<file path="config.mk">
export PLATFORM = sky130hd
export DESIGN_NAME = ftc_div
export DESIGN_NICKNAME = d
export VERILOG_FILES = /design/src/rtl/core/ftc_div.sv
export SDC_FILE = /design/constraint.sdc
export NUM_CORES = 1
export LEC_CHECK = 0
export BUFFER_PORTS_ARGS = -buffer_cell sky130_fd_sc_hd__buf_4
export CAP_MARGIN = 10
export CORE_ASPECT_RATIO = 1.25
export CORE_MARGIN = 2
export CORE_UTILIZATION = 48
export CTS_BUF_LIST = sky130_fd_sc_hd__clkbuf_16
export DETAILED_ROUTE_END_ITERATION = 16
export GPL_TIMING_DRIVEN = 0
export HOLD_SLACK_MARGIN = 0.15
export RECOVER_POWER = 25
export SYNTH_ARGS = -nofsm -noshare
export SYNTH_HDL_FRONTEND = slang
export SYNTH_SLANG_ARGS = --single-unit
</file>
<file path="constraint.sdc">
create_clock -name clk -period 6.6 [get_ports clk]
set_input_delay 1.65 -clock clk [delete_from_list [all_inputs] [get_ports clk]]
set_output_delay 1.65 -clock clk [all_outputs]
set_load 0.05 [all_outputs]
</file>
<file path="src/rtl/core/ftc_div.sv">
// ============================================================================
// ftc_div - pipelined restoring fraction divider
// Produces floor(rem * 2^DW / divisor) for rem < divisor, one quotient bit per
// stage, and carries a side payload along with each transaction.
// ============================================================================
`default_nettype none

module ftc_div #(
  parameter int DW = 16,
  parameter int PW = 8
) (
  input  wire logic          clk,
  input  wire logic          rst_n,
  input  wire logic          en,
  input  wire logic          in_valid,
  input  wire logic [DW-1:0] in_rem,
  input  wire logic [DW-1:0] divisor,
  input  wire logic [PW-1:0] in_pay,
  output logic               out_valid,
  output logic      [DW-1:0] out_quo,
  output logic      [PW-1:0] out_pay
);

  logic          v_r   [DW];
  logic [DW-1:0] rem_r [DW];
  logic [DW-1:0] quo_r [DW];
  logic [PW-1:0] pay_r [DW];

  for (genvar k = 0; k < DW; k++) begin : g_stage
    logic          v_src;
    logic [DW-1:0] rem_src;
    logic [DW-1:0] quo_src;
    logic [PW-1:0] pay_src;
    logic [DW:0]   rem_dbl;
    logic          ge;

    // Select the stage input: ports for the first, previous stage otherwise
    if (k == 0) begin : g_first
      assign v_src   = in_valid;
      assign rem_src = in_rem;
      assign quo_src = '0;
      assign pay_src = in_pay;
    end else begin : g_next
      assign v_src   = v_r[k-1];
      assign rem_src = rem_r[k-1];
      assign quo_src = quo_r[k-1];
      assign pay_src = pay_r[k-1];
    end

    // Shift in one bit and try the subtract
    assign rem_dbl = {rem_src, 1'b0};
    assign ge      = rem_dbl >= {1'b0, divisor};

    always_ff @(posedge clk) begin
      if (!rst_n) begin
        v_r[k] <= 1'b0;
      end else if (en) begin
        v_r[k] <= v_src;
      end
    end

    always_ff @(posedge clk) begin
      if (en) begin
        rem_r[k] <= ge ? DW'(rem_dbl - {1'b0, divisor}) : rem_dbl[DW-1:0];
        quo_r[k] <= {quo_src[DW-2:0], ge};
        pay_r[k] <= pay_src;
      end
    end
  end

  assign out_valid = v_r[DW-1];
  assign out_quo   = quo_r[DW-1];
  assign out_pay   = pay_r[DW-1];

endmodule

`default_nettype wire

</file>
# ---- After elaboration in Yosys (flattened, before gate mapping)
# Memories as Yosys holds them, arrays and structs flattened.
# Index checks and enable logic that the tools add are counted.
dict set report op_classes {
  addsub 16
  n_mul 0
  div_mod_pow 0
  n_lt_le_gt_ge 16
  eq_ne 0
  shift 0
  n_mux 37
  bitwise_logic 16
  reduce_logical 0
}
# operator n
set ops {}
lappend ops {{17-bit by 16-bit >= comparator with 1-bit output} 16}
lappend ops {{16-bit 2-to-1 mux} 16}
lappend ops {{16-bit subtractor} 16}
lappend ops {{1-bit 2-to-1 mux} 21}
lappend ops {{1-bit OR} 16}
dict set report word_totals {
  register_bits 0
  latchBits 0
  ramBits 656
  romBits 0
  out_inout_bits 25
  elab_cells 89
  mem_count 4
}
# name depth width rd rd_ports_with_merged_regs write_ports line
set mem_list {}
lappend mem_list {quo_r 16 16 16 0 16 26} ;# logic [DW-1:0] quo_r [DW];
lappend mem_list {rem_r 16 16 15 0 16 25} ;# logic [DW-1:0] rem_r [DW];
lappend mem_list {pay_r 16 8 16 0 16 27} ;# logic [PW-1:0] pay_r [DW];
lappend mem_list {v_r 16 1 16 0 16 24} ;# logic v_r [DW];

# ---- Depth between registers and ports, before layout
# Gate-level depths: netlist of run 1.
dict set report logic_depth {
  depth_word 4
  ltp_mapped 11
}

# ---- Least setup slack after synthesis of run 1
# No wires, ideal clock.
dict set report synth_timing {
  kind {input-to-reg}
  from {in divisor[1]}
  to {mem rem_r[3][7], in the netlist rem_r[0][55] (data pin)}
  t_arrival_ps 3934
  required_ps 6340
  slack_ps 2406
  cell_stages 10
  cell_sequence {inv_1 ha_1 nor2b_1 o21a_1 o21a_1 o31ai_1 o21ai_1 o21ai_4 buf_6 mux2_2}
}
# element line
set synth_lines {}
lappend synth_lines {{from (decl)} 17} ;# input wire logic [DW-1:0] divisor,
lappend synth_lines {{to (decl)} 25}

==> results of run 1 <==
## worst min-delay path by stage
stage / start / slack [ns] / endpoint
floorplan: pay_r[9][0] / 0.40 / pay_r[10][0]
global placement: quo_r[10][9] / 0.40 / quo_r[11][10]
detailed placement: pay_r[10][2] / 0.40 / pay_r[11][2]
CTS: quo_r[10][9] / 0.41 / quo_r[11][10]
global route: quo_r[7][2] / 0.42 / quo_r[8][3]
finish: quo_r[10][3] / 0.41 / quo_r[11][4]
## Yosys cell counts (all sizes together) (36+ instances only)
master	instances	area (um2)
o21ai	185	952
edfxtp	519	15600
nand2	179	672
xor2	63	552
inv	87	327
nor2	154	578
nand4	41	257
o21a	60	450
nor2b	52	325
nor3	36	185
mux2	113	1310
a21oi	172	880
ha	255	3190
xnor2	84	736
nand2b	44	275
a21o	73	548
## power by group through the flow
stage / clock, mW / combinational [mW] / sequential (mW)
after CTS: 3.45 / 7.84 / 5.59
after global placement: 0 / 7.63 / 5.66
after floorplan: 0 / 6.05 / 5.42
after global routing: 3.58 / 8.72 / 5.67
final: 3.37 / 7.86 / 5.58
after detailed placement: 0 / 7.78 / 5.65
## cell families after synthesis
| kind of cell | after synthesis | synth area share (%) |
|---|---|---|
| compound gates | 727 | 15.9 |
| simple gates | 647 | 10.5 |
| buf+inv | 141 | 2.00 |
| flops | 520 | 51.1 |
| xor+xnor | 147 | 4.22 |
| fa+ha+maj | 270 | 11.4 |
| mux | 131 | 4.87 |
## sequential cells by signal, indices dropped and copies added (netlist names)
register and count:
quo_r 136, rem_r 240, v_r 16, pay_r 128
## worst max-delay path: cells and delay by family
family,cells,cell delay (ns)
AOI/OAI and AO/OA,5,1.47
buffers and inverters,3,1.11
adders and majority gates,1,0.49
muxes,1,0.35
and+or+nand+nor,1,0.13
## cell type report
| cell class | instances | area, um2 | area share [%] |
|---|---|---|---|
| tap | 840 | 1050 | 3.07 |
| timing repair buffer | 74 | 683 | 2.00 |
| clock buffer | 56 | 1400 | 4.09 |
| buffer | 54 | 285 | 0.833 |
| clock inverter | 47 | 586 | 1.71 |
| sequential | 520 | 15600 | 45.6 |
| multi-input combinational | 1922 | 14300 | 41.8 |
| inverter | 87 | 327 | 0.954 |
## metal layers
metal,vias up,GRT usage (%)
met5,-,0
met4,0,8.64
met3,151,2.55
met2,403,39.7
met1,10100,25.7
li1,10200,-
## per-stage QoR
stage / std cells / cell area (um2) / utilization [%]
floorplan: 2583 / 30500 / -
global placement: 3491 / 32100 / 50.9
detailed placement: 3497 / 32300 / 51.2
CTS: 3600 / 34200 / 54.3
global route: 3600 / 34200 / 54.3
finish: 3600 / 34200 / 54.3
==> results.toml, run 1 <==
[setup_path]
crit_required_ns = 6.97
startpoint = "divisor[1]"
cpMostUsedCell = "o21a_1"
critPathMaxFanout = 16
arrival_ns = 5.25
crit_chain = "buf_4 > inv_1 > ha_1 > nor2b_1 > o21a_1 > o21a_1 > o31ai_1 > o21ai_1 > o21ai_4 > buf_6 > mux2_2"
crit_path_start_kind = "primary input"
slowest_stage = "inv_1"
critical_path_class = "primary input to flip-flop"
r2r-end = "rem_r[0][62]"
rrSetupSlack_ns = 3.44
max_stage_delay_ns = 0.55
worstReg2RegStart = "rem_r[0][32]"
crit_path_end_kind = "flip-flop"
reg2reg_depth = 9
worstSetupEndpoint = "rem_r[0][62]"

[hold_path]
holdCritPathClass = "flip-flop to flip-flop"
worst_hold_path.num_cells = 0

[layout]
drive_above_1_share_pct = 12.4
fillers = 5397
final_common_cell = "edfxtp_1"
num_antenna_cells = 0
mostFrequentLayoutCells = "519 x edfxtp_1, 255 x ha_1, 179 x nand2_1"
nNetsFinal = 3028
area_growth_syn_to_layout_pct = 12.2

[timing]
worst_slew_margin_rel_pct = 17.7
worst_pin_slew_ns = 1.23
fin_skew_ns = 0.0166
drv_slew = 0
rsz0062_at_grt = "no"
hold_viol = 0
maxClockFrequency_mhz = 205
hold_slack_ns = 0.413
period_minus_slack_ns = 4.88
post-route-period-util_pct = 74.0
tns_ns = 0
finalSetupViolations = 0
setup_ws_ns = 1.72

[yosys]
synth_seq_cells = 520
synth_ff_type = "edfxtp_1"
syn_inst = 2583
syn_area_um2 = 30500
seq_area_frac_synth_pct = 51.1
async_flop_share_pct = 0
synth_fp_nets = 2897
syn_area_per_cell_um2 = 11.8
synth_edf_count = 519
ys_types = 91
yosys_warnings = 0

[run]
maxCapViolations = 0

[clock_tree]
root_buffer = "clkbuf_16"
numCtsBuffers = 55
clk_latency_ns = 0.62
clkTransAtPathRegs_ns = 0.06
cts_tree = "built"
ctsResizeCount = 0
hold_buffers = 0
cts_sinks = 520
htreeDepth = 2
cts_buffer_depth = 3
cts_setup_buffers = 0

[floorplan]
ios = 69
std_cell_rows = 103
die_w_um = 230
start_util_pct = 48.4
die_h_um = 286
core_um2 = 63000
die-area_um2 = 65600

[pwr]
p_per_area_nw_per_um2 = 491
power.leakage_nw = 13.3
finalPower_mw = 16.8
power.internal_mw = 10.6
sequentialPowerShare_pct = 33.2
switching_share_pct = 37.2
p_clk_share_pct = 20.0
p_sw_mw = 6.25
pwr-share-comb_pct = 46.8
irDropWorstVdd_mv = 0.227

[drt]
wl_met2_mm = 37.0
vias = 20800
drtPass1Iterations = 5
highest_layer = "met4"
totalWireLength_mm = 72.1
wl_met1_mm = 30.1
final_antenna_net_count = 0
wl_per_cell_um = 20.0
viasPerCell = 5.79
wl_met3_mm = 2.20
drt_iter0_drc = 1193
drc = 0

[status]
status = "finished, final reports clean"

[global_route]
grt_overflow_total = 0
grt_antenna_before_repair = 0
grt_max_degree = 132
grt_usage_pct = 21.6
grt_pass1_vias = 20900
grt_pass1_wl_mm = 112

[place]
io_buffers = 68
post-place-ws_ns = 1.06
routabilityCongestion = 0.911
dp_hpwl_mm = 48.8
Note: power is estimated with default switching activity, not from simulation.
==> inputs of run 2 (changes only) <==
- ABC_AREA: default -> 1
- clock period: 6.6 -> 4.6 ns (I/O delays scaled with it)
==> run 2 against run 1 <==
Sequential power up 41%. Global-route usage up 2.5 points. Clock skew grew 0.021 ns. Highest routed layer unchanged. Largest power group unchanged. Design area up 13%. Sequential share of layout area fell by 5.2 points. Critical path depth is 3 higher.
==> results.toml, run 2 <==
[status]
status = "finished, final reports clean"

[clock_tree]
cts_sinks = 520
root_buffer = "clkbuf_16"
numCtsBuffers = 55
htreeDepth = 2
clkTransAtPathRegs_ns = 0.06
cts_setup_buffers = 0
clk_latency_ns = 0.64
cts_tree = "built"
cts_buffer_depth = 3

[drt]
viasPerCell = 5.08
drtPass1Iterations = 5
drc = 0
wl_per_cell_um = 16.4
vias = 27500
final_antenna_net_count = 0
drt_iter0_drc = 1694
totalWireLength_mm = 89.1

[setup_path]
critical_path_class = "primary input to flip-flop"
crit_path_start_kind = "primary input"
max_stage_delay_ns = 0.61
crit_chain = "buf_4 > inv_2 > buf_2 > buf_2 > buf_4 > ha_1 > nand4_1 > nor3_1 > nor2_1 > nand2_4 > inv_4 > buf_6 > nand2_1 > nand2_1"
slowest_stage = "buf_4"
crit_family = "buffers and inverters"
reg2reg_depth = 11
crit_required_ns = 4.93
arrival_ns = 4.60
path_buf_inv = 7
rrSetupSlack_ns = 2.24
critPathMaxFanout = 24
r2r-end = "rem_r[0][28]"
crit_path_end_kind = "flip-flop"
worstReg2RegStart = "rem_r[0][6]"

[yosys]
syn_area_um2 = 34700
async_flop_share_pct = 0
synth_seq_cells = 520
synth_fp_nets = 4597
synth_top_area_share_pct = 44.9
seq_area_frac_synth_pct = 45.0
ys_types = 36
yosysMostFrequentCell = "nand2_1"
yosys_warnings = 0
synth_top_area_cell = "edfxtp_1"
synth_ff_type = "edfxtp_1"
syn_area_per_cell_um2 = 8.10
synth.top_cells.by_count = "1,701 x nand2_1, 615 x inv_1, 519 x edfxtp_1, 291 x nand3_1, 255 x ha_1"
synth_edf_count = 519
syn_inst = 4283
synthTopCellsByArea = "edfxtp_1 45%, nand2_1 18%, ha_1 9.2%, inv_1 6.7%, nand3_1 4.2%"

[place]
placed_cells = 5311
dp_hpwl_mm = 64.9
postPlaceCellArea_um2 = 36600
io_buffers = 68
post-place-ws_ns = -0.665
routabilityCongestion = 0.910

[layout]
mostFrequentLayoutCells = "1,701 x nand2_1, 614 x inv_1, 519 x edfxtp_1"
layout.cells.non_filler = 5415
reg_top3 = "rem_r (240), quo_r (136), pay_r (128)"
nNetsFinal = 4732
area_growth_syn_to_layout_pct = 11.4
top_register = "rem_r"
final_area_um2 = 38700
utilization_pct = 53.8
largest_reg_flops = 240
final_common_cell = "nand2_1"
drive_above_1_share_pct = 8.54

[timing]
fin_skew_ns = 0.0380
rsz0062_at_grt = "no"
tns_ns = 0
setup_ws_ns = 0.325
period_minus_slack_ns = 4.27
worst_pin_slew_ns = 1.27
drv_slew = 0
finalSetupViolations = 0
hold_viol = 0
maxClockFrequency_mhz = 234
hold_slack_ns = 0.401
post-route-period-util_pct = 92.9
worst_slew_margin_rel_pct = 15.5

[pwr]
p_per_area_nw_per_um2 = 634
finalPower_mw = 24.5
irDropWorstVdd_mv = 0.384
power.leakage_nw = 18.9

[floorplan]
std_cell_rows = 110
core_um2 = 71800
die_w_um = 244
start_util_pct = 48.3
die-area_um2 = 74500
die_h_um = 305
ios = 69

[global_route]
grt_usage_pct = 24.1
grt_pass1_wl_mm = 140
grt_pass1_vias = 26400
use_met1_pct = 30.1
grt_overflow_total = 0
top_usage_layer = "met2"
grt_antenna_before_repair = 0
use_met3_pct = 2.77
grt_max_degree = 118
use_met2_pct = 42.5

[run]
maxCapViolations = 0

[hold_path]
worst_hold_path.num_cells = 0
holdCritPathClass = "flip-flop to flip-flop"
hold_start = "quo_r[9][9]"
whs_endpoint = "quo_r[10][10]"
[run 2: changes by cell type after synthesis, sizes merged, moves of 53 or more]
cell,previous run,this run
nand2,179,1744
o21ai,185,19
o21a,60,0
nand3,33,312
inv,87,629
a21o,73,1
nor2,154,249
xnor2,84,31
mux2,113,0
[run 2: worst max path at each step]
stage	endpoint	startpoint	slack, ns	cells past startpoint
2_1_floorplan	rem_r[0][45]	divisor[0]	1.41	13
4_1_cts	rem_r[0][45]	divisor[0]	0.35	14
3_5_place_dp	rem_r[0][45]	divisor[0]	-0.66	14
6_report	rem_r[0][45]	divisor[0]	0.33	14
5_1_grt	rem_r[0][45]	divisor[0]	0.23	14
3_3_place_gp	v_r[1]	en	-2.90	4
[run 2: where the power goes]
group / switching, mW / internal [mW]
combinational: 7.66 / 4.18
sequential: 0.789 / 7.05
clock: 1.91 / 2.90
[run 2: worst reg2reg max path, delay by kind of cell (launching register included)]
family,cells,cell delay (ns)
buffers and inverters,2,0.27
DFF,1,0.40
adders and majority gates,1,0.37
and+or+nand+nor,8,1.05
[run 2: final cells by class]
class                   instances  area [um2]
clock buffers                  56        1400
inverters                     629        2370
plain buffers                  53         409
clock inverters                45         589
well taps                     952        1190
multi-input cells            3081       16300
diodes                          1        2.50
flip-flops and latches        520       15600
fillers                      6896       33200
repair buffers                 78         778
[run 2: timing repair]
item / in CTS / in global routing
gates resized for setup: 1 / 0
hold buffers: 0 / 0
setup endpoints to repair: 1 / 0
[run 2: cells by family (layout without fill, tap and decap cells)]
logic type / Yosys count / count (layout) / share of synthesized area [%]
AND/OR/NAND/NOR: 2532 / 2532 / 31.8
flip-flops: 520 / 520 / 45.0
other: 0 / 1 / 0
XOR/XNOR: 104 / 104 / 2.62
AO/OA/AOI/OAI: 175 / 175 / 2.55
adder cells (fa/ha/maj): 270 / 270 / 10.1
buffers and inverters: 682 / 861 / 8.00
[run 2: routing by layer]
layer | wire length (um) | vias to the layer above
li1 | - | 14100
met1 | 37800 | 12600
met2 | 44100 | 582
met3 | 3850 | 155
met4 | 3360 | 0
met5 | 0 | -
