### config.mk
export PLATFORM = sky130hd
export DESIGN_NAME = ftc_knee
export DESIGN_NICKNAME = d
export VERILOG_FILES = /design/src/rtl/core/ftc_pkg.sv /design/src/rtl/core/ftc_knee.sv
export SDC_FILE = /design/constraint.sdc
export NUM_CORES = 1
export LEC_CHECK = 0
export ABC_CLOCK_PERIOD_IN_PS = 6800
export BUFFER_PORTS_ARGS = -buffer_cell sky130_fd_sc_hd__buf_2
export CORE_MARGIN = 2
export CORE_UTILIZATION = 58
export CTS_CLUSTER_DIAMETER = 40
export CTS_CLUSTER_SIZE = 24
export DETAILED_ROUTE_END_ITERATION = 7
export GPL_ROUTABILITY_DRIVEN = 1
export PLACE_DENSITY = 0.89
export SYNTH_ARGS = -nofsm -noshare
export SYNTH_HDL_FRONTEND = slang
export SYNTH_SLANG_ARGS = --single-unit
### constraint.sdc
create_clock -name clk -period 6.8 [get_ports clk]
set_input_delay 1.02 -clock clk [delete_from_list [all_inputs] [get_ports clk]]
set_output_delay 1.02 -clock clk [all_outputs]
set_load 0.02 [all_outputs]
### src/rtl/core/ftc_pkg.sv
// ============================================================================
// ftc_pkg - shared types and constants of the filmic tone curve
// Register map codes, fixed register widths and reset values, sample kinds.
// ============================================================================
`default_nettype none

package ftc_pkg;

  // Register widths, fixed by the register map
  localparam int EXP_W = 16;
  localparam int CON_W = 14;
  localparam int STR_W = 9;
  localparam int BLK_W = 14;
  localparam int WHT_W = 17;

  // Reset values
  localparam logic [EXP_W-1:0] EXP_RST = 16'd4096;
  localparam logic [CON_W-1:0] CON_RST = 14'd4096;
  localparam logic [STR_W-1:0] TOE_RST = 9'd128;
  localparam logic [STR_W-1:0] SHD_RST = 9'd128;
  localparam logic [BLK_W-1:0] BLK_RST = 14'd0;
  localparam logic [WHT_W-1:0] WHT_RST = 17'd65536;

  // Register index, taken from paddr[4:2]
  typedef enum logic [2:0] {
    REG_EXPOSURE = 3'd0,
    REG_CONTRAST = 3'd1,
    REG_TOE      = 3'd2,
    REG_SHOULDER = 3'd3,
    REG_BLACK    = 3'd4,
    REG_WHITE    = 3'd5
  } reg_idx_t;

  // What kind of sample travels down the pipeline
  typedef enum logic [1:0] {
    KIND_MID  = 2'd0,
    KIND_ZERO = 2'd1,
    KIND_ONE  = 2'd2
  } kind_t;

endpackage

`default_nettype wire

### src/rtl/core/ftc_knee.sv
// ============================================================================
// ftc_knee - knee width from a strength register
// Computes round(0.3 * strength / 256) in sample format over two stages:
// a reciprocal multiply by 1/2560, then one compare-and-subtract correction.
// ============================================================================
`default_nettype none

module ftc_knee
  import ftc_pkg::*;
#(
  parameter int FRAC_BITS = 16
) (
  input  wire logic                 clk,
  input  wire logic [STR_W-1:0]     strength,
  output logic      [FRAC_BITS-1:0] knee
);

  localparam int    NW    = FRAC_BITS + 12;
  localparam int    MW    = NW - 11;
  localparam int    PW    = NW + MW;
  localparam longint MUL_L = (longint'(1) << NW) / 2560;

  localparam logic [NW-1:0] DIV_K   = NW'(2560);
  localparam logic [NW-1:0] ROUND_K = NW'(1280);
  localparam logic [PW-1:0] MUL_K   = PW'(MUL_L);

  logic [NW-1:0] n_nxt;
  logic [NW-1:0] n_r;
  logic [PW-1:0] prod_r;
  logic [MW-1:0] q0;
  logic [NW-1:0] rem0;
  logic [MW-1:0] q1;
  logic [FRAC_BITS-1:0] knee_r;

  // Numerator s*3*ONE + 1280
  assign n_nxt = ((NW'(strength) * NW'(3)) << FRAC_BITS) + ROUND_K;

  // Stage one: reciprocal multiply
  always_ff @(posedge clk) begin
    n_r    <= n_nxt;
    prod_r <= PW'(n_nxt) * MUL_K;
  end

  // Estimate is low by at most one: correct once
  assign q0   = prod_r[PW-1:NW];
  assign rem0 = n_r - NW'(q0) * DIV_K;
  assign q1   = (rem0 >= DIV_K) ? q0 + MW'(1) : q0;

  // Stage two: hold the corrected quotient
  always_ff @(posedge clk) begin
    knee_r <= q1[FRAC_BITS-1:0];
  end

  assign knee = knee_r;

endmodule

`default_nettype wire

; ---- Yosys cells after proc, flatten, opt, wreduce, memory -nomap -nowiden
; Index checks and enable logic that the tools add are counted.
[word_totals]
ff_bits = 89
inputBits = 10
output_inout_bits = 16
elab_cells = 11
[classes]
n_addsub = 3
mul = 3
n_lt_le_gt_ge = 1
muxes = 1
[ops]
columns = cell, n
row1 = multiplier 28 x 17 -> 45 bit (second input constant), 1
row2 = adder 27 x 11 -> 28 bit (second input constant), 1
row3 = >= comparator 28 x 12 -> 1 bit (second input constant), 1
row4 = subtractor 28 bit, 1
row5 = multiplier 17 x 3 -> 19 bit (second input constant), 1
row6 = adder 16 x 1 -> 16 bit (second input constant), 1
row7 = two-way mux 16 bit, 1
row8 = multiplier 9 x 2 -> 11 bit (second input constant), 1

; ---- Logic depth before layout (Yosys ltp)
; Gate-level depths: netlist of run 1.
[logic_depth]
depth_word = 4
depth_mapped = 31
mapped_depth_nobuf = 31

; ---- Worst setup path before layout of run 1
; No wires, ideal clock.
[synth_timing]
path_type = input-to-reg
from = in strength[0]
to = reg prod_r[38]
setup_ps = 128
arrival_ps = 7228
path_slack_ps = -556
path_stages = 31
path_buffers = 0
path_cell_list = ha_1 -> inv_1 -> fa_1 -> inv_1 -> a21oi_1 -> o21ai_0 -> a21oi_1 -> o21bai_1 -> a21oi_1 -> nor2_1 -> nor2_1 -> xnor2_1 -> ha_1 -> ha_1 -> inv_1 -> fa_1 -> inv_1 -> fa_1 -> fa_1 -> inv_1 -> fa_1 -> inv_1 -> ha_1 -> and3_1 -> o311ai_0 -> nand4_1 -> and3_1 -> o21a_1 -> o21ai_0 -> mux2i_1 -> o211ai_1
[synth_between]
elab_chain_len = 3
[synth_rtl]
columns = item, line_no
row1 = from (decl), ftc_knee.sv:14  ; input wire logic [STR_W-1:0] strength,
row2 = multiplier 9 x 2 -> 11 bit, ftc_knee.sv:36  ; assign n_nxt = ((NW'(strength) * NW'(3)) << FRAC_BITS) + ROUND_K;
row3 = adder 27 x 11 -> 28 bit, ftc_knee.sv:36
row4 = via n_nxt[25], ftc_knee.sv:27  ; logic [NW-1:0] n_nxt;
row5 = multiplier 28 x 17 -> 45 bit, ftc_knee.sv:41  ; prod_r <= PW'(n_nxt) * MUL_K;
row6 = to (signal assigned), ftc_knee.sv:41
row7 = to (decl), ftc_knee.sv:29  ; logic [PW-1:0] prod_r;
; The timed path passes the listed nets, and every way through them passes these cells.

; ---- Worst setup path in the final report of run 1
[layout_timing]
from = in strength[2]
to = reg prod_r[38]
; The elaborated chain is that of the path after synthesis.

==> results.md, run 1 <==
Status:
- The run finished with clean final reports.

Cells and area:
- The area of all placed cells without fillers is ~0.008 mm².
- The ratio of cells with drive above 1 in the final layout is between 15 and 20%.
- Leaving out fill and tap cells, the most frequent cell in the layout is sky130_fd_sc_hd__ha_1.
- The relative area change from synthesis to final layout is 17.6%.
- The antenna diode instance count is 0.
- The post-route non-filler standard cell count is between 900 and 1000.
- The top cell types in the final layout, fill and taps aside, are sky130_fd_sc_hd__ha_1 (153), sky130_fd_sc_hd__inv_1 (118), sky130_fd_sc_hd__fa_1 (49).
- For this run, the post-layout net count is 1041.

Placement:
- Timing analysis after detailed placement gives a worst setup slack of -0.406 ns.
- Counting tap cells, the placed design contains a total of 944 instances.
- The detailed-placement wirelength estimate is 13.2 mm.
- In this run the cell area measured after placement is 0.00743 mm².
- The congestion estimate from routability-driven global placement came to 0.997.
- Input and output buffers added on the ports amount to 25.

Clock tree:
- The count of H-tree levels built during CTS is 2.
- The number of buffers on the longest clock path is 2.
- After clock tree synthesis, the flow added hold-fix buffers numbering 0.
- The clock latency reported for the late side of the worst-skew pair is roughly 0.29 ns.
- The TritonCTS clock tree is built.
- Counting the buffers created by CTS gives 5.
- The root buffer cell chosen for the clock tree is sky130_fd_sc_hd__clkbuf_16.
- Clock tree synthesis found a total of 44 sinks.
- The clock-pin slew on the worst setup and hold paths is approximately 0.06 ns.

Global routing:
- The number of global-route vias before repair is 5754.
- The initial antenna violation count was 0.
- The global-route usage over all layers is 25.8%.
- Summed over all layers, the global routing overflow is 0.
- The maximum number of pins on one net before global-route repair is 17.
- The first global-routing pass estimated 26.1 mm of wire.

Routing:
- The first-pass iteration count of the detailed router is 5.
- Wires add up to 16.2 mm.
- Once detail routing completed, the nets flagged for antenna violations numbered 0.
- The routed wirelength normalized by instance count is 17.0 µm.
- The first routing iteration left between 300 and 400 violations.
- The number of vias in the routed layout is ~5600.
- In the routed design, unresolved DRC markers number 0.
- The via-per-instance ratio is 5.82.

Logic synthesis:
- The register bit count reported by yosys is between 40 and 50.
- The mapped netlist covers 0.00669 mm².
- The total number of yosys warnings is 0.
- In the synthesized netlist the dominant register cell turns out to be sky130_fd_sc_hd__dfxtp_1.
- Counting every net in the synthesized netlist gives 967.
- The synthesized design contains 0 enable-type register cells.
- The count of different cell masters after synthesis is 56.
- Summing the sequential cell areas from Yosys gives 13.2% of the chip area.
- After synthesis, the share of flip-flops with an asynchronous set or reset is 0%.
- The average cell area after synthesis is ~9 µm².
- The number of instances in the synthesized netlist is 739.

Worst setup path:
- The endpoint class of the critical path is a flip-flop.
- The worst setup path is launched from an input port.
- In this design, the critical path's most frequently occurring cell is sky130_fd_sc_hd__fa_1.
- In this run the worst path has a maximum fanout of 7.
- Among all stages on the critical path, the largest delay is contributed by sky130_fd_sc_hd__fa_1.
- At the worst endpoint, the required time is around 7 ns.
- The peak per-stage delay on the critical path is between 0.5 and 0.6 ns.
- The worst setup path category is in -> reg.
- The signal arrival time at the worst endpoint is 6.89 ns.

Timing:
- Setup repair after global routing could not meet its margin everywhere.
- The maximum clock rate is 149 MHz.
- The post-route worst hold slack is 0.511 ns.
- The number of failing hold endpoints at the final stage came to 0.
- On the final layout, the worst clock skew is 0.00264 ns.
- Dividing the final minimum period by the clock period gives 98.8%.
- The count of pins over their slew limit is 0.
- The worst pin sits at a relative slew slack of 55.6%.
- The shortest clock period the worst path allows after layout is around 6.7 ns.
- The smallest setup slack after layout is 0.0805 ns.
- The measured slew at the worst slew-check pin is between 0.6 and 0.7 ns.
- The final count of negative-setup-slack endpoints is 0.

Die:
- The die is 111 µm tall.
- The initial utilization of the core area, before any placement, comes to 59.1%.
- The floorplan has 39 rows.
- The area of the die is 0.0124 mm².
- From left edge to right edge, the die measures 111 µm.
- The boundary pin count is 26.
- The placeable core region is around 0.011 mm².

Worst hold path:
- The path category of the worst min-delay check is reg -> reg.

Job:
- The tool flagged a number of max-cap violations equal to 0.
==> layout make-up <==
cell class / count / area (µm²)
flip-flops and latches: 44 / 881
multi-input cells: 562 / 5630
clock buffers: 6 / 139
repair buffers: 74 / 517
inverters: 126 / 473
fillers: 808 / 3460
well taps: 143 / 179
clock inverters: 2 / 38.8
==> final timing paths <==
check	startpoint	endpoint	slack, ns	depth (start not counted)
min reg2reg	prod_r[43]$_DFF_P_	knee[15]$_DFF_P_	0.51	1
max	strength[2]	prod_r[38]$_DFF_P_	0.08	29
min	prod_r[43]$_DFF_P_	knee[15]$_DFF_P_	0.51	1
max reg2reg	prod_r[31]$_DFF_P_	knee[11]$_DFF_P_	1.31	24
==> critical path, delay by kind of cell <==
| kind | cells | cell delay (ns) |
|---|---|---|
| AO/OA/AOI/OAI | 11 | 1.56 |
| adder cells (fa/ha/maj) | 7 | 2.69 |
| buffers and inverters | 7 | 0.70 |
| multiplexers | 1 | 0.20 |
| AND/OR/NAND/NOR | 3 | 0.68 |
==> synthesized netlist by cell type (3+ instances only) <==
library cell	n	share of area, %
sky130_fd_sc_hd__nor2b_1	9	0.84
sky130_fd_sc_hd__nor4_1	5	0.47
sky130_fd_sc_hd__a211o_1	3	0.39
sky130_fd_sc_hd__nand3_1	20	1.5
sky130_fd_sc_hd__and3_1	14	1.3
sky130_fd_sc_hd__nor3b_1	4	0.45
sky130_fd_sc_hd__o2111ai_1	3	0.39
sky130_fd_sc_hd__fa_1	52	16
sky130_fd_sc_hd__o21ai_0	20	1.5
sky130_fd_sc_hd__or2_2	4	0.37
sky130_fd_sc_hd__clkbuf_1	3	0.17
sky130_fd_sc_hd__nand4_1	3	0.28
sky130_fd_sc_hd__or3_1	5	0.47
sky130_fd_sc_hd__dfxtp_1	44	13
sky130_fd_sc_hd__a31oi_1	5	0.47
sky130_fd_sc_hd__xor2_1	23	3.0
sky130_fd_sc_hd__o21a_1	4	0.45
sky130_fd_sc_hd__a21oi_1	36	2.7
sky130_fd_sc_hd__nor2_1	35	2.0
sky130_fd_sc_hd__nand2b_1	7	0.66
sky130_fd_sc_hd__nand2_1	30	1.7
sky130_fd_sc_hd__ha_1	166	31
sky130_fd_sc_hd__o221ai_1	3	0.39
sky130_fd_sc_hd__nor3_1	19	1.4
sky130_fd_sc_hd__o31ai_1	3	0.34
sky130_fd_sc_hd__o21bai_1	4	0.45
sky130_fd_sc_hd__o211ai_1	5	0.56
sky130_fd_sc_hd__a211oi_1	5	0.56
sky130_fd_sc_hd__a2111oi_0	3	0.39
sky130_fd_sc_hd__inv_1	126	7.1
sky130_fd_sc_hd__mux2i_1	5	0.75
sky130_fd_sc_hd__a21o_1	7	0.79
sky130_fd_sc_hd__xnor2_1	34	4.5
==> stage by stage <==
stage | util, % | setup TNS [ns]
floorplan | - | 0
global placement | 65.6 | -0.948
detailed placement | 65.6 | -2.63
CTS | 67.9 | 0
global route | 69.4 | -0.792
finish | 69.4 | 0
==> per-layer routing <==
layer	vias up	GRT usage, %	part of all wire [%]
met5	-	0	0
met4	0	12.1	5.8
met3	61	2.56	4.0
met2	176	48.7	51
met1	2647	29.0	39
li1	2685	-	-
==> sequential cells by signal (all words and copies together), names as in the netlist <==
signal	cells
prod_r	17
knee	16
n_r	11
==> logic make-up after synthesis <==
kind of cell / count (synthesis) / synth area share (%)
AO/OA/AOI/OAI: 113 / 10.9
XOR/XNOR: 57 / 7.47
flip-flops: 44 / 13.2
adder cells (fa/ha/maj): 218 / 46.6
buffers and inverters: 133 / 7.71
multiplexers: 6 / 0.973
AND/OR/NAND/NOR: 168 / 13.1
==> repair_timing <==
action	in CTS	in global routing
gates cloned	0	0
gates resized for setup	7	33
setup buffers	3	3
pin swaps	8	37
setup endpoints to repair	5	10
Power of run 1 is left out: the tool's default activity adds up to more than one toggle a clock period on the data nets, which glitch-free logic cannot reach.
==> run 2, diff against run 1 <==
Settings changed: CORE_MARGIN 2 to not set.
==> results.md, run 2 (synthesis gave the netlist of run 1 again) <==
Placement:
- The detailed-placement wirelength estimate is around 13 mm.
- Routability-driven placement finished with a final weighted congestion of 0.957.
- In this run, placement finished with an instance count of 937.
- The number of port buffers is 25.
- The placed instances occupy a cell area of 0.00740 mm².

Clock tree:
- The cell sitting at the root of the clock tree is a sky130_fd_sc_hd__clkbuf_16.
- The number of buffers on the longest clock path is 2.
- The clock reaches the later pin of the worst-skew pair after 0.29 ns.
- The number of buffers inserted for hold repair after clock tree synthesis is 0.
- The clock-pin slew on the worst setup and hold paths is 0.06 ns.
- The number of buffers created by CTS is 5.
- The clock net in this run drives a total of 44 sinks.
- The count of H-tree levels built during CTS is 2.
- TritonCTS built the clock tree.

Cells and area:
- The relative area change from synthesis to final layout is 17.5%.
- The final layout contains 1041 nets.
- The register bank with the most flops is prod_r.
- The ratio of cells with drive above 1 in the final layout is roughly 18%.
- The flip-flop count of the largest register after layout is 17.
- After the flow finishes, the layout carries non-filler instances totaling 954.
- In the final layout, flip-flops and latches occupy 881 µm².
- The number of antenna diodes in the final layout is 0.
- The multi-input combinational cells in the finished layout cover a total of 0.00563 mm².
- Summing all non-filler instances in the final layout gives an area of 0.00785 mm².
- Leaving out fill and tap cells, the most frequent cells in the layout are sky130_fd_sc_hd__ha_1 (152), sky130_fd_sc_hd__inv_1 (117), sky130_fd_sc_hd__fa_1 (50).
- Fill cells in the final layout number 785.
- The commonest non-fill, non-tap cell in the layout is sky130_fd_sc_hd__ha_1.

Routing:
- The remaining number of nets flagged by the antenna check after routing is 0.
- The via-per-instance ratio is slightly below 6.
- Wires add up to 16.0 mm.
- The number of vias in the routed layout is 5579.
- The first-pass iteration count of the detailed router is 5.
- The count of unresolved DRC violations after routing is 0.
- The routed wirelength normalized by instance count is approximately 17 µm.
- The number of DRC markers after the initial detailed-route iteration is 265.

Worst hold path:
- The path category of the worst min-delay check is reg -> reg.

Job:
- Across the run, the number of max-cap violations was 0.

Timing:
- The clock arrives with 0.00575 ns of skew.
- The count of pins over their slew limit is 0.
- Setup repair after global routing could not meet its margin everywhere.
- The tightest slew margin relative to the limit is approximately 47%.
- Setup violations remaining at the end of the flow were counted as 0.
- The final worst-path cycle share is between 90% and 100%.
- The number of failing hold endpoints at the final stage is 0.
- The smallest clock period supported by the final layout is computed as 6.76 ns.
- The measured slew at the worst slew-check pin is 0.785 ns.
- The maximum clock rate is 148 MHz.

Die:
- Once the floorplan was initialized, standard cells occupied 60.6% of the core.
- 26 I/O pins were placed.
- From bottom edge to top edge, the die measures 109 µm.
- The die covers 0.0120 mm².
- After floorplanning, the core was sized to cover 0.0110 mm².
- The overall die width is 109 µm.
- The floorplan has 38 rows.

Worst setup path:
- The signal arrival time at the worst endpoint is between 6 and 7 ns.
- The setup path with the least slack is of type in -> reg.
- The largest fanout on the critical path is 3.
- The worst setup path is captured at a flip-flop.
- The startpoint type of the worst setup path is an input port.
- Data on the critical path is required at its endpoint by approximately 7.0 ns.
- The most numerous cell on the critical path is sky130_fd_sc_hd__inv_2.
- The slowest stage cell on the critical path is sky130_fd_sc_hd__fa_1.
- The peak per-stage delay on the critical path is 0.51 ns.

Status:
- The run finished with clean final reports.

Global routing:
- The number of global-route vias before repair is 5699.
- The initial antenna violation count came to 0.
- The global-route usage over all layers is ~28%.
- The maximum number of pins on one net before global-route repair is 17.
- The first global-routing pass estimated about 26 mm of wire.
- Global routing finished with a remaining overflow of 0.
-- run 2: cell count changes in the layout (fill, tap and decap cells not counted), sizes merged --
| cell | change |
|---|---|
| clkinvlp | +1 |
| clkinv | -1 |
| buf | -1 |
| inv | +1 |
-- run 2: metal layers --
layer,global-route usage (%),wire length [µm],up-vias
li1,-,-,2676
met1,29.8,6250,2669
met2,54.1,8420,180
met3,2.37,701,54
met4,12.4,676,0
met5,0,0,-
-- run 2: critical path: cells and delay by family --
| family | cells | cell delay (ns) |
|---|---|---|
| adder cells (fa/ha/maj) | 9 | 3.07 |
| AND/OR/NAND/NOR | 5 | 0.90 |
| XOR/XNOR | 1 | 0.14 |
| multiplexers | 1 | 0.20 |
| buffers and inverters | 8 | 0.50 |
| AO/OA/AOI/OAI | 9 | 1.08 |
-- run 2: path summary, 6_finish.rpt --
kind	from	endpoint	slack, ns	cells after the start
min reg2reg	prod_r[43]$_DFF_P_	knee[15]$_DFF_P_	0.51	1
min	prod_r[43]$_DFF_P_	knee[15]$_DFF_P_	0.51	1
max	strength[1]	prod_r[38]$_DFF_P_	0.04	33
max reg2reg	prod_r[31]$_DFF_P_	knee[1]$_DFF_P_	1.16	22
-- run 2: layout make-up --
class | instances | area share [%]
Sequential cell | 44 | 11.2
Tap cell | 140 | 2.23
Clock buffer | 5 | 1.59
Clock inverter | 3 | 0.589
Timing Repair Buffer | 74 | 6.61
Inverter | 126 | 6.02
Multi-Input combinational cell | 562 | 71.7
-- run 2: stage by stage --
stage                     setup TNS [ns]  utilization (%)  setup slack [ns]  hold slack (ns)
final                                  0             71.2            0.0380            0.506
after global routing              -0.696             71.2            -0.186            0.540
after CTS                              0             69.3            0.0119            0.508
after detailed placement           -2.64             67.1            -0.400            0.499
after global placement            -0.824             67.1            -0.182            0.506
after floorplan                        0                -            0.0120            0.462
-- run 2: repair_timing --
action                                  in CTS  in global routing
endpoints found under the setup margin       6                  9
pin swaps                                   13                 35
resized for setup                            6                 38
buffers inserted                             3                  6
Power of run 2 is left out for the same reason.
==> run 3, diff against run 2 <==
Settings changed: CELL_PAD_IN_SITES_DETAIL_PLACEMENT set to 0, CELL_PAD_IN_SITES_GLOBAL_PLACEMENT set to 1, CORE_UTILIZATION 58 to 45.
==> results.md, run 3 (synthesis gave the netlist of run 1 again) <==
Worst hold path:
- The path category of the worst min-delay check is reg -> reg.

Placement:
- The number of port buffers is 25.
- The worst-case setup slack after placement is -0.390 ns.
- Once placement finished, the instance area stood at 0.00753 mm².
- The congestion estimate from routability-driven global placement came to 0.947.
- The detailed-placement wirelength estimate is 12.8 mm.

Clock tree:
- The number of buffers inserted for hold repair after clock tree synthesis is 0.
- The clock net in this run drives a total of 44 sinks.
- The clock latency reported for the late side of the worst-skew pair is 0.29 ns.
- The clock passes through at most 2 buffers.
- The TritonCTS clock tree is built.
- The count of H-tree levels built during CTS is 2.
- The root buffer cell chosen for the clock tree is sky130_fd_sc_hd__clkbuf_16.
- The number of clock buffers added by TritonCTS is 5.
- After clock tree synthesis, the clock-pin slew on the worst setup and hold paths is 0.06 ns.

Status:
- The flow ran to the end, and the final reports show no timing, DRC or antenna violations.

Global routing:
- The total global routing overflow is 0.
- Global routing used 21.1% of the available tracks.
- The number of global-route vias before repair is 5304.
- Entering global routing, the biggest net connects 15 pins.
- The initial antenna violation count was 0.
- The first global-routing pass estimated 24.9 mm of wire.

Timing:
- The maximum clock rate is 150 MHz.
- The worst path uses 98.3% of the clock period.
- The tightest slew margin relative to the limit is 52.7%.
- The smallest setup slack after layout is 0.115 ns.
- For the final database, setup skew stands at between 0.004 and 0.005 ns.
- Setup repair after global routing could not meet its margin everywhere.
- At the pin with the least slew margin, the transition time is 0.704 ns.
- For the finished layout, the period the worst path requires is about 6.7 ns.
- The final count of negative-setup-slack endpoints is 0.
- The final setup TNS is 0 ns.
- The count of pins over their slew limit was 0.
- The number of failing hold endpoints at the final stage is 0.

Die:
- The effective utilization at floorplan is 46.0%.
- The die is about 120 µm tall.
- The initialized floorplan defines 44 standard-cell rows.
- The placeable core region is 0.0145 mm².
- For this design the top-level I/O count stands at 26.
- The floorplan step defined a die boundary enclosing 0.0153 mm².
- The overall die width is 124 µm.

Worst setup path:
- The signal arrival time at the worst endpoint is 6.86 ns.
- The largest fanout on the critical path is 3.
- The slowest stage cell on the critical path is sky130_fd_sc_hd__fa_1.
- The buffer and inverter count on the worst path is 7.
- The register-to-register setup slack is 1.36 ns.
- The worst setup path is of the in -> reg kind.
- At the worst endpoint, the required time is 6.98 ns.
- The worst setup path is launched from an input port.
- The peak per-stage delay on the critical path is 0.53 ns.
- Grouping stages by cell kind, the critical path spends the most delay in adder cells.
- The endpoint class of the critical path is a flip-flop.

Routing:
- In this run the remaining antenna-violating nets after routing total 0.
- In this run, the number of DRC markers left after iteration 0 of detailed routing was 208.
- The count of unresolved DRC violations after routing is 0.
- Using the TritonRoute via totals, the vias-per-cell ratio works out to around 5.2.
- Before antenna repair, the detailed router went through 4 iterations.
- Summing over every cut layer, the via total after detailed routing is roughly 5300.
- In the final routed layout, each cell accounts on average for 15.0 µm.
- The final layout contains routed wiring with a total length of 15.0 mm.

Job:
- Max-cap violations in this run came to 0.

Cells and area:
- The post-layout net count is 1049.
- The area occupied by registers is 881 µm².
- The ratio of cells with drive above 1 in the final layout is 17.6%.
- The count of filler cells inserted in the layout is 1361.
- The antenna diode instance count is 0.
- The library cells used most frequently in the layout, excluding fill and tap cells, are sky130_fd_sc_hd__ha_1 (155), sky130_fd_sc_hd__inv_1 (118), sky130_fd_sc_hd__buf_4 (57).
- The library cell used most frequently in the layout, excluding fill and tap cells, is sky130_fd_sc_hd__ha_1.
- The finished cells cover 0.00788 mm².
- The relative area change from synthesis to final layout is 17.9%.
- Counting flops per register, the top entry is prod_r.
- Summing all multi-input logic gate instances after layout gives 0.00558 mm².
- The register with the most flip-flops in the layout has 17 of them.
==> run 3: timing repair <==
action / in CTS / in global routing
buffers inserted: 0 / 7
setup endpoints to repair: 5 / 9
pin swaps: 2 / 38
resized for setup: 4 / 29
==> run 3: worst paths after layout <==
kind,end,start,cells past startpoint
min,knee[15]$_DFF_P_,prod_r[43]$_DFF_P_,1
min reg2reg,knee[15]$_DFF_P_,prod_r[43]$_DFF_P_,1
max,prod_r[44]$_DFF_P_,strength[1],31
max reg2reg,knee[1]$_DFF_P_,prod_r[31]$_DFF_P_,23
==> run 3: layout make-up <==
class	instances	area share, %
Clock buffer	6	1.64
Clock inverter	2	0.206
Inverter	126	6.00
Multi-Input combinational cell	562	70.8
Sequential cell	44	11.2
Tap cell	184	2.92
Timing Repair Buffer	82	7.23
==> run 3: stage by stage <==
stage / hold slack (ns) / util (%) / instances
3_5_place_dp: 0.488 / 51.8 / 991
3_3_place_gp: 0.491 / 51.8 / 991
4_1_cts: 0.498 / 53.0 / 999
5_1_grt: 0.537 / 54.2 / 1006
6_report: 0.495 / 54.2 / 1006
2_1_floorplan: 0.462 / - / 739
==> run 3: per-layer routing <==
layer,part of all wire (%),vias up,GRT usage [%],wire [µm]
li1,-,2695,-,-
met1,45,2444,26.1,6760
met2,50,88,37.8,7470
met3,2.3,28,1.33,343
met4,3.2,0,8.36,476
met5,0,-,0,0
Power of run 3 is left out for the same reason.
